--- config.mk ---
export PLATFORM = sky130hd
export DESIGN_NAME = cau_step
export DESIGN_NICKNAME = d
export VERILOG_FILES = /design/src/rtl/cau_pkg.sv /design/src/rtl/cau_step.sv
export SDC_FILE = /design/constraint.sdc
export NUM_CORES = 1
export LEC_CHECK = 0
export ABC_CLOCK_PERIOD_IN_PS = 5600
export BUFFER_PORTS_ARGS = -buffer_cell sky130_fd_sc_hd__buf_2
export CELL_PAD_IN_SITES_DETAIL_PLACEMENT = 0
export CELL_PAD_IN_SITES_GLOBAL_PLACEMENT = 2
export CORE_MARGIN = 2
export CORE_UTILIZATION = 33
export DETAILED_ROUTE_END_ITERATION = 10
export GPL_TIMING_DRIVEN = 0
export HOLD_SLACK_MARGIN = 0.02
export PLACE_DENSITY_LB_ADDON = 0.1
export SLEW_MARGIN = 20
export SYNTH_ARGS = -nofsm -noshare
export SYNTH_HDL_FRONTEND = slang
export SYNTH_SLANG_ARGS = --single-unit
--- constraint.sdc ---
create_clock -name clk -period 5.6 [get_ports clk]
set_input_delay 1.12 -clock clk [delete_from_list [all_inputs] [get_ports clk]]
set_output_delay 1.12 -clock clk [all_outputs]
set_load 0.005 [all_outputs]
--- src/rtl/cau_pkg.sv ---
package cau_pkg;

  localparam int DATA_WIDTH_DEF = 16;
  localparam int FRAC_BITS_DEF  = 8;
  localparam int OP_W           = 3;

  localparam logic [OP_W-1:0] OP_ADD = 3'd0;
  localparam logic [OP_W-1:0] OP_SUB = 3'd1;
  localparam logic [OP_W-1:0] OP_MUL = 3'd2;
  localparam logic [OP_W-1:0] OP_DIV = 3'd3;
  localparam logic [OP_W-1:0] OP_MOD = 3'd4;

  // per-request control that rides along the pipeline
  typedef struct packed {
    logic            valid;
    logic [OP_W-1:0] op;
    logic            neg_re;
    logic            neg_im;
    logic            dz;
  } ctrl_t;

endpackage

--- src/rtl/cau_step.sv ---
module cau_step
  import cau_pkg::*;
#(
  parameter int DATA_WIDTH = DATA_WIDTH_DEF,
  parameter int FRAC_BITS  = FRAC_BITS_DEF,
  parameter int K          = 0
) (
  input  logic                      clk,
  input  logic                      rst,
  input  logic                      en,
  input  ctrl_t                     ctrl_in,
  input  logic [3*DATA_WIDTH+FRAC_BITS-1:0] rem_re_in,
  input  logic [3*DATA_WIDTH+FRAC_BITS-1:0] rem_im_in,
  input  logic [DATA_WIDTH:0]       q_re_in,
  input  logic [DATA_WIDTH:0]       q_im_in,
  input  logic [2*DATA_WIDTH-1:0]   d_in,
  input  logic [2*DATA_WIDTH:0]     sq_rem_in,
  input  logic [DATA_WIDTH-1:0]     sq_root_in,
  input  logic [DATA_WIDTH-1:0]     res_re_in,
  input  logic [DATA_WIDTH-1:0]     res_im_in,
  input  logic                      sat_in,
  output ctrl_t                     ctrl_out,
  output logic [3*DATA_WIDTH+FRAC_BITS-1:0] rem_re_out,
  output logic [3*DATA_WIDTH+FRAC_BITS-1:0] rem_im_out,
  output logic [DATA_WIDTH:0]       q_re_out,
  output logic [DATA_WIDTH:0]       q_im_out,
  output logic [2*DATA_WIDTH-1:0]   d_out,
  output logic [2*DATA_WIDTH:0]     sq_rem_out,
  output logic [DATA_WIDTH-1:0]     sq_root_out,
  output logic [DATA_WIDTH-1:0]     res_re_out,
  output logic [DATA_WIDTH-1:0]     res_im_out,
  output logic                      sat_out
);

  localparam int W  = DATA_WIDTH;
  localparam int RW = 3*DATA_WIDTH+FRAC_BITS;
  localparam int SW = 2*DATA_WIDTH+1;

  logic [RW-1:0]  dsh;
  logic [RW-1:0]  rem_re_next, rem_im_next;
  logic [W:0]     q_re_next, q_im_next;
  logic [SW-1:0]  sq_rem_next;
  logic [W-1:0]   sq_root_next;

  // one quotient bit for each part
  always_comb begin
    dsh         = RW'(d_in) << K;
    rem_re_next = rem_re_in;
    rem_im_next = rem_im_in;
    q_re_next   = q_re_in;
    q_im_next   = q_im_in;
    if (rem_re_in >= dsh) begin
      rem_re_next  = rem_re_in - dsh;
      q_re_next[K] = 1'b1;
    end
    if (rem_im_in >= dsh) begin
      rem_im_next  = rem_im_in - dsh;
      q_im_next[K] = 1'b1;
    end
  end

  // one root bit, the top step has none
  generate
    if (K < W) begin : g_root
      logic [SW-1:0] trial;
      always_comb begin
        trial        = (SW'(sq_root_in) << (K + 1)) + (SW'(1) << (2 * K));
        sq_rem_next  = sq_rem_in;
        sq_root_next = sq_root_in;
        if (sq_rem_in >= trial) begin
          sq_rem_next     = sq_rem_in - trial;
          sq_root_next[K] = 1'b1;
        end
      end
    end else begin : g_noroot
      assign sq_rem_next  = sq_rem_in;
      assign sq_root_next = sq_root_in;
    end
  endgenerate

  always_ff @(posedge clk) begin
    if (rst) begin
      ctrl_out <= '0;
    end else if (en) begin
      ctrl_out <= ctrl_in;
    end
  end

  always_ff @(posedge clk) begin
    if (en) begin
      rem_re_out  <= rem_re_next;
      rem_im_out  <= rem_im_next;
      q_re_out    <= q_re_next;
      q_im_out    <= q_im_next;
      d_out       <= d_in;
      sq_rem_out  <= sq_rem_next;
      sq_root_out <= sq_root_next;
      res_re_out  <= res_re_in;
      res_im_out  <= res_im_in;
      sat_out     <= sat_in;
    end
  end

endmodule

==> reports/qor.tcl <==
set qor(outcome) {finished, final reports clean}
set qor(crit_path_end_kind) {flop}
set qor(post_synth_inst_count) 1427
set qor(grt_pass1_wl_um) 82300
set qor(drc) 0
set qor(path_max_fanout) 10
set qor(reg2reg_depth) 2
set qor(areaGrowthSynthToFinish_pct) 29.93
set qor(synth.yosys.warnings) 0
set qor(postCtsHoldBufs) 0
set qor(r2r_setup_slack_ps) 5010
set qor(synth_edf_count) 260
set qor(floorplan.io_pins) 537
set qor(setup-violations-final) 0
set qor(fillerInstances) 4613
set qor(cts_tree) {done}
set qor(clock_pin_slew_on_the_worst_setup_and_hold_paths_ps) 50
set qor(reported_leakage_power_nw) 8.384
set qor(cts_buffer_depth) 3
set qor(clock_latency_ps) 530
set qor(fin_util_pct) 43.47
set qor(setup.worst_path.class) {input port to flop}
set qor(dp.final_hpwl_um) 46770
set qor(holdPathEnd) {ctrl_out[5]$_SDFFE_PP0P_}
set qor(layout-drive-gt1-share_pct) 30.22
set qor(cts_root_buffer) {sky130_fd_sc_hd__clkbuf_16}
set qor(gp_congestion) 0.8593
set qor(slew_violations) 0
set qor(synth.cell_area_um2) 15220
set qor(gr-usage-all-layers_pct) 23.03
set qor(gr-max-usage-layer) {met2}
set qor(grt_max_degree) 96
set qor(grt_util_met1_pct) 28.14
set qor(effective_utilization_at_floorplan_pct) 33.46
set qor(synthDistinctLibCells) 72
set qor(avgViaCountPerCell) 5.026
set qor(setup_repair_after_global_routing_missed_its_margin) {false}
set qor(final_antenna_net_count) 0
set qor(async_s_r_ff_share_synth_pct) 0
set qor(synthesis.area_per_instance_um2) 10.66
set qor(synth.net_count) 1781
set qor(cts_setup_buffers) 0
set qor(grt_antenna_before_repair) 7
set qor(critical_path_arrival_ps) 5340
set qor(startpoint_type) {input port}
set qor(clkSinkCount) 267
set qor(hold_path.class) {flop to flop}
set qor(port_buffers) 533
set qor(global_route.overflow_total) 0
set qor(slew_headroom_pct) 41.65
set qor(vertical_extent_of_the_die_um) 218.7
set qor(floorplan.rows) 78
set qor(multiInputGateArea_um2) 6792
set qor(globalRouteMet3Util_pct) 4.301
set qor(finalHoldViolCount) 0
set qor(holdPathStages) 2
set qor(design.die.area_um2) 47840
set qor(routed_wl_um) 57170
set qor(irDropWorstVdd_mv) 0.2130
set qor(die_x_um) 218.7
set qor(first_global_vias) 13224
set qor(cts_max_level) 2
set qor(synth_sequential_area_ratio_pct) 52.23
set qor(worst_hold_startpoint) {ctrl_out[5]$_SDFFE_PP0P_}
set qor(detail_route.first_pass.iterations) 5
set qor(max_clock_freq_ghz) 0.1962
set qor(r2r_end) {ctrl_out[2]$_SDFFE_PP0P_}
set qor(ys_ff_latch) 267
set qor(power_density_nw_per_um2) 292.6
set qor(post-route-min-period_ps) 5096
set qor(max_slew.worst_pin.slew_ps) 873.4
set qor(cts.repair.resized) 0
set qor(required_arrival_time_at_the_worst_endpoint_ps) 5850
set qor(maxCapViolCount) 0
set qor(register_cell_area_after_layout_um2) 7948
set qor(nets) 2353
set qor(tns_ps) 0
set qor(fin_crit_sh_pct) 91.00
set qor(fin_worst_skew_ps) 0
set qor(critical_path.reg2reg.startpoint) {ctrl_out[2]$_SDFFE_PP0P_}
set qor(vias) 13193
set qor(drt-wirelength-per-cell_um) 21.78
set qor(numCtsBuffers) 34
set qor(synth_flop_cell) {sky130_fd_sc_hd__edfxtp_1}
set qor(grt_use_met2_pct) 42.08
set qor(core_region_area_um2) 45480
set qor(drc_violation_total_after_the_first_tritonroute_iteration) 728
[cell type report]
class | count | area share [%]
timing repair buffer | 536 | 13.96
sequential | 267 | 40.20
inverter | 77 | 1.462
buffer | 48 | 0.9493
clock buffer | 45 | 4.829
tap | 600 | 3.797
antenna | 3 | 0.03797
multi-input combinational | 1035 | 34.35
clock inverter | 14 | 0.4114
[how the worst max path moves through the flow]
stage	from	end	slack, ps	cells past startpoint
finish	d_in[29]	rem_re_out[22]$_DFFE_PP_	500	13
global route	d_in[9]	rem_im_out[28]$_DFFE_PP_	140	13
CTS	d_in[29]	rem_re_out[22]$_DFFE_PP_	390	13
detailed placement	d_in[29]	rem_re_out[23]$_DFFE_PP_	-160	13
global placement	en	ctrl_out[5]$_SDFFE_PP0P_	-740	4
floorplan	d_in[13]	rem_re_out[10]$_DFFE_PP_	1530	12
[power breakdown]
group	internal (W)	switching, W
clock network	0.00120	0.000868
logic	0.000502	0.000711
registers	0.00245	0.0000510
total	0.00415	0.00163
[per-layer routing]
| layer | vias up | routed length, um |
|---|---|---|
| met5 | - | 35 |
| met4 | 6 | 869 |
| met3 | 62 | 2997 |
| met2 | 360 | 29590 |
| met1 | 6291 | 23670 |
| li1 | 6474 | - |
[cell usage in the layout, fill, tap and decap left out, drive strengths merged, types with 11 or more instances in the layout]
cell | netlist | routed
xnor2 | 71 | 71
o21a | 14 | 14
nand2 | 100 | 100
nor3 | 37 | 37
xor2 | 59 | 59
and3 | 13 | 13
nor4 | 23 | 23
ha | 81 | 81
nand3 | 35 | 35
edfxtp | 260 | 260
buf | 7 | 543
clkbuf | 41 | 86
inv | 77 | 78
a21o | 36 | 36
nor2b | 13 | 13
nor2 | 137 | 137
o21bai | 11 | 11
nand4 | 29 | 29
a21oi | 137 | 137
a211oi | 16 | 16
o21ai | 72 | 72
[Yosys cell counts, types with 13 or more instances]
library cell / number / area [um2]
sky130_fd_sc_hd__nand4_1: 29 / 181.4
sky130_fd_sc_hd__edfxtp_1: 260 / 7807
sky130_fd_sc_hd__nand3_1: 34 / 170.2
sky130_fd_sc_hd__nor3_1: 37 / 185.2
sky130_fd_sc_hd__inv_1: 77 / 289.0
sky130_fd_sc_hd__a21oi_1: 137 / 685.7
sky130_fd_sc_hd__nand2_1: 100 / 375.4
sky130_fd_sc_hd__o21a_1: 14 / 105.1
sky130_fd_sc_hd__nor2b_1: 13 / 81.33
sky130_fd_sc_hd__ha_1: 81 / 1013
sky130_fd_sc_hd__a211oi_1: 16 / 120.1
sky130_fd_sc_hd__o21ai_0: 66 / 330.3
sky130_fd_sc_hd__nor4_1: 22 / 137.6
sky130_fd_sc_hd__and3_1: 13 / 81.33
sky130_fd_sc_hd__a21o_1: 36 / 270.3
sky130_fd_sc_hd__xnor2_1: 71 / 621.9
sky130_fd_sc_hd__xor2_1: 59 / 516.8
sky130_fd_sc_hd__nor2_1: 137 / 514.2
sky130_fd_sc_hd__clkbuf_1: 41 / 153.9
[cell families (layout without fill, tap and decap cells)]
| group | Yosys count | in the layout | share of synthesized area [%] |
|---|---|---|---|
| buffers and inverters | 125 | 720 | 3.133 |
| AND/OR/NAND/NOR | 448 | 448 | 14.44 |
| flip-flops | 267 | 267 | 52.23 |
| other | 0 | 3 | 0 |
| AO/OA/AOI/OAI | 360 | 360 | 14.76 |
| adder cells (fa/ha/maj) | 84 | 84 | 7.055 |
| multiplexers | 13 | 13 | 0.8963 |
| XOR/XNOR | 130 | 130 | 7.483 |
[sequential cells by signal, indices dropped and copies added, names as in the netlist]
name and flops:
d_out 32, sat_out 1, res_re_out 16, rem_re_out 56
ctrl_out 7, q_re_out 17, sq_rem_out 33, q_im_out 17
sq_root_out 16, res_im_out 16, rem_im_out 56
[critical path, cell delays in order]
cell and delay (ps):
sky130_fd_sc_hd__buf_2 100, sky130_fd_sc_hd__inv_1 90, sky130_fd_sc_hd__ha_1 280, sky130_fd_sc_hd__clkbuf_1 330, sky130_fd_sc_hd__nand4_1 230, sky130_fd_sc_hd__nor3b_1 590, sky130_fd_sc_hd__nand3_1 260, sky130_fd_sc_hd__o211ai_1 680
sky130_fd_sc_hd__or2_2 220, sky130_fd_sc_hd__clkbuf_1 140, sky130_fd_sc_hd__clkbuf_1 610, sky130_fd_sc_hd__buf_1 510, sky130_fd_sc_hd__a21oi_1 160
[through the flow]
stage | setup slack (ps) | instances | hold WS, ps | instance area [um2] | power [W]
6_report | 504.2 | 2625 | 487.5 | 19770 | 0.005784
3_5_place_dp | -164.5 | 2563 | 481.7 | 18730 | 0.003763
2_1_floorplan | 1535 | 1427 | 485.2 | 15220 | 0.003148
3_3_place_gp | -739.2 | 2560 | 472.8 | 18630 | 0.003768
4_1_cts | 389.3 | 2622 | 494.8 | 19760 | 0.005864
5_1_grt | 138.2 | 2625 | 517.7 | 19770 | 0.006077
No activity file was read; power rests on OpenSTA's default activity.
